`src/pfde_pkg.sv`:
```
package pfde_pkg;

  localparam int unsigned LetterW   = 5;
  localparam int unsigned SquareDim = 5;
  localparam int unsigned RowW      = LetterW * SquareDim;
  localparam int unsigned IdxW      = $clog2(SquareDim);
  localparam int unsigned CfgIdxW   = 3;

  typedef logic [LetterW-1:0] letter_t;
  typedef logic [RowW-1:0]    sq_row_t;
  typedef logic [IdxW-1:0]    sq_idx_t;

  // Letter codes, a is zero
  localparam letter_t LetterI = letter_t'(8);
  localparam letter_t LetterJ = letter_t'(9);
  localparam letter_t LetterX = letter_t'(23);
  localparam letter_t LetterZ = letter_t'(25);

  // Configuration register indexes
  typedef enum logic [CfgIdxW-1:0] {
    CfgSquareRow0 = 3'd0,
    CfgSquareRow1 = 3'd1,
    CfgSquareRow2 = 3'd2,
    CfgSquareRow3 = 3'd3,
    CfgSquareRow4 = 3'd4
  } cfg_reg_e;

  // Reset square: a..z without j, row by row
  localparam sq_row_t SquareRow0Rst = sq_row_t'(4294688);
  localparam sq_row_t SquareRow1Rst = sq_row_t'(10755269);
  localparam sq_row_t SquareRow2Rst = sq_row_t'(16201099);
  localparam sq_row_t SquareRow3Rst = sq_row_t'(21613104);
  localparam sq_row_t SquareRow4Rst = sq_row_t'(27025109);

  typedef struct packed {
    sq_idx_t row;
    sq_idx_t col;
  } sq_pos_t;

endpackage

```
`src/pfde_ifs.sv`:
```
interface pfde_plain_if;
  logic                       valid;
  logic                       ready;
  logic [pfde_pkg::LetterW-1:0] plain_letter;
  logic                       message_end;

  modport source (output valid, output plain_letter, output message_end, input ready);
  modport sink   (input valid, input plain_letter, input message_end, output ready);
endinterface

interface pfde_cipher_if;
  logic                       valid;
  logic                       ready;
  logic [pfde_pkg::LetterW-1:0] cipher_letter;
  logic                       run_last;
  logic                       message_done;

  modport source (output valid, output cipher_letter, output run_last,
                  output message_done, input ready);
  modport sink   (input valid, input cipher_letter, input run_last,
                  input message_done, output ready);
endinterface

```
`src/playfair_digraph_encrypt_core.sv`:
```
// Channel    Direction  Payload                                      Handshake
// plain_i    in         plain_letter[4:0], message_end               valid/ready
// cipher_o   out        cipher_letter[4:0], run_last, message_done   valid/ready
// cfg        in         cfg_idx_i[2:0], cfg_wdata_i[24:0]            cfg_we_i only
//
// A letter that only opens a pair is taken and gives nothing.
// A letter that closes a digraph is encrypted in the cycle it is accepted and
// its two cipher letters leave one by one from the result register; a repeat
// at message end gives the same padded digraph twice, four letters. The
// result register and its letter counter pace the input: the next letter is
// taken in the cycle the last letter of a transaction leaves. Reset (rst_ni
// low, asynchronous) empties the result register, drops any open pair and
// loads the alphabetical square. A stall on cipher_o holds the result;
// plain_i is back-pressured until the last letter of the result leaves.
module playfair_digraph_encrypt_core (
  input  logic                          clk_i,
  input  logic                          rst_ni,
  pfde_plain_if.sink                    plain_i,
  pfde_cipher_if.source                 cipher_o,
  input  logic                          cfg_we_i,
  input  logic [pfde_pkg::CfgIdxW-1:0]  cfg_idx_i,
  input  logic [pfde_pkg::RowW-1:0]     cfg_wdata_i
);

  // Square storage
  pfde_pkg::sq_row_t sq_q [pfde_pkg::SquareDim];

  always_ff @(posedge clk_i or negedge rst_ni) begin
    if (!rst_ni) begin
      sq_q[0] <= pfde_pkg::SquareRow0Rst;
      sq_q[1] <= pfde_pkg::SquareRow1Rst;
      sq_q[2] <= pfde_pkg::SquareRow2Rst;
      sq_q[3] <= pfde_pkg::SquareRow3Rst;
      sq_q[4] <= pfde_pkg::SquareRow4Rst;
    end else if (cfg_we_i && (cfg_idx_i <= pfde_pkg::CfgSquareRow4)) begin
      // writes beyond the last row are dropped
      sq_q[cfg_idx_i[pfde_pkg::IdxW-1:0]] <= cfg_wdata_i;
    end
  end

  // Find a letter in the square; the last match in row-major order wins,
  // no match lands on the top-left corner.
  function automatic pfde_pkg::sq_pos_t locate(input pfde_pkg::letter_t ltr,
                                               input pfde_pkg::sq_row_t sq [pfde_pkg::SquareDim]);
    pfde_pkg::sq_pos_t p;
    p = '0;
    for (int r = 0; r < pfde_pkg::SquareDim; r++) begin
      for (int c = 0; c < pfde_pkg::SquareDim; c++) begin
        if (sq[r][c*pfde_pkg::LetterW +: pfde_pkg::LetterW] == ltr) begin
          p.row = pfde_pkg::IdxW'(r);
          p.col = pfde_pkg::IdxW'(c);
        end
      end
    end
    return p;
  endfunction

  function automatic pfde_pkg::sq_idx_t wrap_next(input pfde_pkg::sq_idx_t i);
    return (i == pfde_pkg::IdxW'(pfde_pkg::SquareDim - 1)) ? '0 : i + 1'b1;
  endfunction

  function automatic pfde_pkg::letter_t pad_for(input pfde_pkg::letter_t ltr);
    return (ltr == pfde_pkg::LetterX) ? pfde_pkg::LetterZ : pfde_pkg::LetterX;
  endfunction

  // Open pair
  logic              pend_vld_q, pend_vld_d;
  pfde_pkg::letter_t pend_ltr_q, pend_ltr_d;

  // Result register: one digraph, replayed once for a repeat at message end
  logic              res_vld_q;
  pfde_pkg::letter_t res_e1_q, res_e2_q;
  logic              res_rep_q, res_done_q;
  logic [1:0]        res_pos_q;
  logic              res_at_last;

  logic in_acc, out_acc;
  pfde_pkg::letter_t ltr, pa, pb;
  logic emit, rep, done;

  assign res_at_last = (res_pos_q == (res_rep_q ? 2'd3 : 2'd1));
  assign out_acc     = cipher_o.valid && cipher_o.ready;
  // Take a new letter once the result register is empty or its last letter leaves
  assign plain_i.ready = !res_vld_q || (out_acc && res_at_last);
  assign in_acc        = plain_i.valid && plain_i.ready;

  // Pair formation
  always_comb begin
    ltr = plain_i.plain_letter;
    if (ltr == pfde_pkg::LetterJ) begin
      ltr = pfde_pkg::LetterI;
    end
    pend_vld_d = pend_vld_q;
    pend_ltr_d = pend_ltr_q;
    pa   = pend_ltr_q;
    pb   = ltr;
    emit = 1'b1;
    rep  = 1'b0;
    done = plain_i.message_end;
    if (!pend_vld_q) begin
      pa = ltr;
      pb = pad_for(ltr);
      if (!plain_i.message_end) begin
        // hold the letter until its partner arrives
        emit       = 1'b0;
        pend_vld_d = 1'b1;
        pend_ltr_d = ltr;
      end
    end else if (pend_ltr_q != ltr) begin
      pend_vld_d = 1'b0;
    end else begin
      // repeated letter: pad the open pair; the repeat opens the next one, or at message end the digraph is replayed
      pb = pad_for(pend_ltr_q);
      if (plain_i.message_end) begin
        rep        = 1'b1;
        pend_vld_d = 1'b0;
      end
    end
  end

  // Digraph encryption
  pfde_pkg::sq_pos_t p1, p2;
  pfde_pkg::sq_idx_t r1, c1, r2, c2;
  pfde_pkg::letter_t e1, e2;

  always_comb begin
    p1 = locate(pa, sq_q);
    p2 = locate(pb, sq_q);
    r1 = p1.row;
    c1 = p1.col;
    r2 = p2.row;
    c2 = p2.col;
    if (p1.row == p2.row) begin
      c1 = wrap_next(p1.col);
      c2 = wrap_next(p2.col);
    end else if (p1.col == p2.col) begin
      r1 = wrap_next(p1.row);
      r2 = wrap_next(p2.row);
    end else begin
      c1 = p2.col;
      c2 = p1.col;
    end
    e1 = sq_q[r1][5'(c1) * 5'(pfde_pkg::LetterW) +: pfde_pkg::LetterW];
    e2 = sq_q[r2][5'(c2) * 5'(pfde_pkg::LetterW) +: pfde_pkg::LetterW];
  end

  always_ff @(posedge clk_i or negedge rst_ni) begin
    if (!rst_ni) begin
      pend_vld_q <= 1'b0;
      pend_ltr_q <= '0;
    end else if (in_acc) begin
      pend_vld_q <= pend_vld_d;
      pend_ltr_q <= pend_ltr_d;
    end
  end

  always_ff @(posedge clk_i or negedge rst_ni) begin
    if (!rst_ni) begin
      res_vld_q <= 1'b0;
      res_pos_q <= '0;
    end else if (in_acc) begin
      // a fresh digraph replaces the finished one, or the register empties
      res_vld_q <= emit;
      res_pos_q <= '0;
    end else if (out_acc) begin
      if (res_at_last) begin
        res_vld_q <= 1'b0;
      end else begin
        res_pos_q <= res_pos_q + 2'd1;
      end
    end
  end

  always_ff @(posedge clk_i) begin
    if (in_acc && emit) begin
      res_e1_q   <= e1;
      res_e2_q   <= e2;
      res_rep_q  <= rep;
      res_done_q <= done;
    end
  end

  assign cipher_o.valid         = res_vld_q;
  assign cipher_o.cipher_letter = res_pos_q[0] ? res_e2_q : res_e1_q;
  assign cipher_o.run_last      = res_at_last;
  assign cipher_o.message_done  = res_at_last && res_done_q;

endmodule

```
`src/flat_wrapper.sv`:
```
// flat-port wrapper written by rule: the top's interface ports become plain ports
module playfair_digraph_encrypt_core_flat 
  (clk_i, rst_ni, cfg_we_i, cfg_idx_i, cfg_wdata_i, plain_i_valid, plain_i_plain_letter, plain_i_message_end, plain_i_ready, cipher_o_valid, cipher_o_cipher_letter, cipher_o_run_last, cipher_o_message_done, cipher_o_ready);
  pfde_plain_if plain_i_i ();
  pfde_cipher_if cipher_o_i ();
  input  logic clk_i;
  input  logic rst_ni;
  input  logic cfg_we_i;
  input  logic [pfde_pkg::CfgIdxW-1:0] cfg_idx_i;
  input  logic [pfde_pkg::RowW-1:0] cfg_wdata_i;
  input wire logic [$bits(plain_i_i.valid)-1:0] plain_i_valid;
  input wire logic [$bits(plain_i_i.plain_letter)-1:0] plain_i_plain_letter;
  input wire logic [$bits(plain_i_i.message_end)-1:0] plain_i_message_end;
  output wire logic [$bits(plain_i_i.ready)-1:0] plain_i_ready;
  output wire logic [$bits(cipher_o_i.valid)-1:0] cipher_o_valid;
  output wire logic [$bits(cipher_o_i.cipher_letter)-1:0] cipher_o_cipher_letter;
  output wire logic [$bits(cipher_o_i.run_last)-1:0] cipher_o_run_last;
  output wire logic [$bits(cipher_o_i.message_done)-1:0] cipher_o_message_done;
  input wire logic [$bits(cipher_o_i.ready)-1:0] cipher_o_ready;
  assign plain_i_i.valid = plain_i_valid;
  assign plain_i_i.plain_letter = plain_i_plain_letter;
  assign plain_i_i.message_end = plain_i_message_end;
  assign plain_i_ready = plain_i_i.ready;
  assign cipher_o_valid = cipher_o_i.valid;
  assign cipher_o_cipher_letter = cipher_o_i.cipher_letter;
  assign cipher_o_run_last = cipher_o_i.run_last;
  assign cipher_o_message_done = cipher_o_i.message_done;
  assign cipher_o_i.ready = cipher_o_ready;
  playfair_digraph_encrypt_core u_core (.clk_i(clk_i), .rst_ni(rst_ni), .plain_i(plain_i_i), .cipher_o(cipher_o_i), .cfg_we_i(cfg_we_i), .cfg_idx_i(cfg_idx_i), .cfg_wdata_i(cfg_wdata_i));
endmodule
```
`config.mk`:
```
export PLATFORM = sky130hd
export DESIGN_NAME = playfair_digraph_encrypt_core_flat
export DESIGN_NICKNAME = d
export VERILOG_FILES = /design/src/pfde_pkg.sv /design/src/pfde_ifs.sv /design/src/playfair_digraph_encrypt_core.sv /design/src/flat_wrapper.sv
export SDC_FILE = /design/constraint.sdc
export NUM_CORES = 1
export LEC_CHECK = 0
export ABC_AREA = 1
export BUFFER_PORTS_ARGS = -buffer_cell sky130_fd_sc_hd__buf_2
export CAP_MARGIN = 20
export CORE_ASPECT_RATIO = 0.8
export CORE_UTILIZATION = 30
export CTS_BUF_LIST = sky130_fd_sc_hd__clkbuf_8
export CTS_CLUSTER_DIAMETER = 150
export DETAILED_ROUTE_END_ITERATION = 10
export GPL_TIMING_DRIVEN = 0
export PLACE_DENSITY = 0.49
export SLEW_MARGIN = 20
export SYNTH_ARGS = -nofsm -noshare
export SYNTH_HDL_FRONTEND = slang
export SYNTH_SLANG_ARGS = --single-unit
```
`constraint.sdc`:
```
create_clock -name clk_i -period 5.6 [get_ports clk_i]
set_input_delay 1.12 -clock clk_i [delete_from_list [all_inputs] [get_ports clk_i]]
set_output_delay 1.12 -clock clk_i [all_outputs]
set_load 0.02 [all_outputs]
```
==> results.txt <==
The count of fill cells added during filler insertion is between 4k and 5k. The utilization after layout came out at between 30% and 40%. The cell row count is 70. The critical path is of the input port to register type.

The total count of max-transition violations in the final report came to 0. The headroom to the max-slew limit came out at between 40 and 50%. The number of global-route vias before repair came to 14.8k. The detailed-route via count is roughly 16k. The clock-pin slew on the worst setup and hold paths came out at roughly 0.12 ns. In this run the critical register-to-register path is captured at u_core.res_e1_q[0]$_DFFE_PP_. Setup repair after global routing could not meet its margin everywhere.

The synthesized design spends more area on one cell type than any other, namely sky130_fd_sc_hd__nand2_1. For this block, the routed nets add up to a little over 70 mm of wire. After detailed routing, the average wire length per cell comes to 23.9 um. The core region area came out at roughly 0.046 mm2. Averaged over all synthesized cells, the footprint is around 6.4 um2. The overall overflow remaining after global route is 0. The initial core utilization came out at approximately 30%. The most frequent cell on the critical path is sky130_fd_sc_hd__nand3_1. The async set or reset register ratio after synthesis came out at about 92%.

The gate count after technology mapping is 2181. Ranked by total cell area, the synthesized netlist is headed by sky130_fd_sc_hd__nand2_1, sky130_fd_sc_hd__nand3_1, sky130_fd_sc_hd__dfrtp_1. The largest stage delay on the critical path is slightly below 0.3 ns. The clock tree from TritonCTS is done. The number of cells on the worst reg-to-reg path is 32. The number of antenna violations at the first check in global routing is 1. The largest individual stage delay along the critical path comes from the cell sky130_fd_sc_hd__a2111oi_2.

For this run, the register share of the synthesized area comes to 27.1%. The TritonCTS sink count is 146. The arrival time at the worst endpoint came out at around 6.0 ns. Summing all multi-input logic gate instances after layout gives 0.00990 mm2. The post-layout minimum cycle time came out at 5.67 ns. The flip-flop and latch area came out at approximately 0.0038 mm2. For this run, the top clock speed supported by timing is around 180 MHz. The pin slew with the least headroom to its limit is 0.836 ns.

The share of the clock period used by the worst path is 101%. The flow ran to the end, but the final reports show violations. The horizontal die dimension came out at 243 um. The clock tree synthesis step divided the H-tree into 4 levels. The maximum clock insertion buffer count is 2. The tool flagged a number of max-cap violations equal to 0. The final hold slack is about 0.48 ns. Sorting the synthesized cells by how often they occur yields sky130_fd_sc_hd__nand2_1, sky130_fd_sc_hd__nand3_1, sky130_fd_sc_hd__inv_1.

The remaining design rule violation count is 0. The initial DRC count came out at 1913. The synthesized flop and latch total came out at 146.

The post-synthesis cell area is roughly 0.014 mm2. The pin count of the biggest net entering global routing came out at between 100 and 150. The count of endpoints failing hold in the final timing report is 0. STA classifies the critical path startpoint as an input port. The largest fanout on the critical path came out at 10. The final clock skew came out at between 0.03 and 0.04 ns. The first-pass detailed-route iteration total is 8.

The fraction of synthesized cell area taken by the top area cell type came out at between 10% and 20%. The endpoint required time on the critical path is a little under 6 ns. The global-route wire length before repair came out at between 100 and 150 mm. The number of buffers created by CTS is 17.

The final worst slack came out at -0.0699 ns. The vias per cell came out at roughly 5.5. The all-layer global routing usage is around 29%. The half-perimeter wire length of the detailed placement result came out at roughly 55 mm. The count of final setup violators is 5.

Yosys mapped a number of flops with a built-in enable equal to 12. The number of warnings printed during yosys synthesis is 0. The slack of the worst reg-to-reg path came out at 0.22 ns. The final reports fail on negative setup slack. The tree is rooted in a sky130_fd_sc_hd__clkbuf_8. The post-synthesis cell type count came out at 49.

Cells with a size suffix above 1 make up a little under a quarter of the layout. In the synthesized netlist the dominant register cell turns out to be sky130_fd_sc_hd__dfrtp_1. Port buffering added 47 buffers.

The global placement routability congestion came out at ~1.0. The height of the die came out at between 150 and 200 um. The area added between synthesis and finish came out at 26.6%. By instance count, the leading cell after synthesis is sky130_fd_sc_hd__nand2_1.

The latest clock arrival within the worst-skew pair is around 0.53 ns. The count of boundary I/O pins is 48. The die outline area is ~0.047 mm2.

The final net count came out at roughly 2.4k. The net count after synthesis is around 2.2k. The worst setup path is captured at a register. The min-delay analysis places its worst path in the category input port to asynchronous set/reset pin. The remaining antenna violation count is 0. The beginning of the worst register-to-register path is u_core.pend_vld_q$_DFFE_PN0P_.
## critical path: cells and delay by family
family,cells,cell delay (ns)
AND/OR/NAND/NOR,26,3.07
buffers and inverters,7,1.07
AO/OA/AOI/OAI,2,0.58
XOR/XNOR,1,0.14
## per-layer routing
layer  vias to the layer above  part of all wire [%]  track usage, %  wire length (um)
met4                         0                   2.8            8.78              2000
met5                         -                     0               0                 0
li1                       7435                     -               -                 -
met3                       103                    10            7.13              7060
met1                      7861                    45            41.6             32000
met2                       773                    42            42.6             29500
## placed cells by master (no fill, tap or decap), types with 12 or more instances in the layout
cell type                  synthesis  layout
sky130_fd_sc_hd__buf_6             9      23
sky130_fd_sc_hd__o21ai_0         157     145
sky130_fd_sc_hd__nand3_2           2      78
sky130_fd_sc_hd__inv_2            26      24
sky130_fd_sc_hd__nand3_4           5      20
sky130_fd_sc_hd__inv_1           198     191
sky130_fd_sc_hd__xor2_1          162     157
sky130_fd_sc_hd__o211ai_1         12      12
sky130_fd_sc_hd__buf_4            17      75
sky130_fd_sc_hd__edfxtp_1         12      12
sky130_fd_sc_hd__nand3_1         445     354
sky130_fd_sc_hd__nand2_1         664     634
sky130_fd_sc_hd__dfrtp_1          79      79
sky130_fd_sc_hd__nand4_1          23      23
sky130_fd_sc_hd__a21oi_1          28      27
sky130_fd_sc_hd__dfstp_2          55      55
sky130_fd_sc_hd__nand2_2          14      29
sky130_fd_sc_hd__o21ai_1          32      23
sky130_fd_sc_hd__nand2_4           4      15
sky130_fd_sc_hd__buf_2            34      60
sky130_fd_sc_hd__clkbuf_1         41      29
sky130_fd_sc_hd__clkbuf_8          0      19
sky130_fd_sc_hd__o21ai_2           5      18
sky130_fd_sc_hd__nor3_1           23      23
sky130_fd_sc_hd__nor2_1           56      48
## sequential cells by signal, indices dropped and copies added (netlist names)
signal and count:
u_core.cipher_o.valid 1, u_core.pend_vld_q 1, u_core.res_e1_q 5, u_core.res_pos_q 2, u_core.res_e2_q 5, u_core.res_rep_q 1, u_core.res_done_q 1, u_core.pend_ltr_q 5
u_core.sq_q 125
## repair_timing
action,CTS,global route
setup endpoints to repair,10,10
pin swaps,15,60
resized for setup,106,264
gates cloned,0,10
hold buffers,0,0
buffers inserted,19,49
## kinds of logic after synthesis
kind of cell	Yosys count	synth area share [%]
flops	146	27.1
fa+ha+maj	12	1.08
compound gates	255	10.3
simple gates	1258	40.3
buf+inv	336	10.3
xor+xnor	174	10.9
## per-stage QoR
step	instances	setup slack [ns]	TNS [ns]	area, um2
after floorplan	2181	0.0371	0	14000
after global placement	2840	-1.91	-15.73	15000
after detailed placement	2841	-1.91	-15.68	15000
after CTS	2891	0.0158	0	16000
after global routing	2949	-0.312	-2.01	17700
final	2952	-0.0699	-0.211	17700
## final cells by class
type,instances,area share [%]
repair buffers,124,5.80
multi-input cells,1701,56.0
well taps,612,4.33
inverters,226,5.00
flip-flops and latches,146,21.4
diodes,3,0.0425
plain buffers,108,4.81
clock inverters,13,1.10
clock buffers,19,1.48
## how the worst max path moves through the flow
stage,endpoint,startpoint
2_1_floorplan,u_core.res_e2_q[0]$_DFFE_PP_,plain_i_plain_letter[2]
4_1_cts,u_core.res_e2_q[0]$_DFFE_PP_,plain_i_plain_letter[4]
5_1_grt,u_core.res_e1_q[0]$_DFFE_PP_,plain_i_plain_letter[1]
6_report,u_core.res_e1_q[0]$_DFFE_PP_,plain_i_plain_letter[1]
3_3_place_gp,u_core.res_e2_q[0]$_DFFE_PP_,plain_i_plain_letter[4]
3_5_place_dp,u_core.res_e2_q[0]$_DFFE_PP_,plain_i_plain_letter[4]
Power is not shown: default switching activity piles up to over one toggle a cycle in this logic, so the estimate is an artifact.
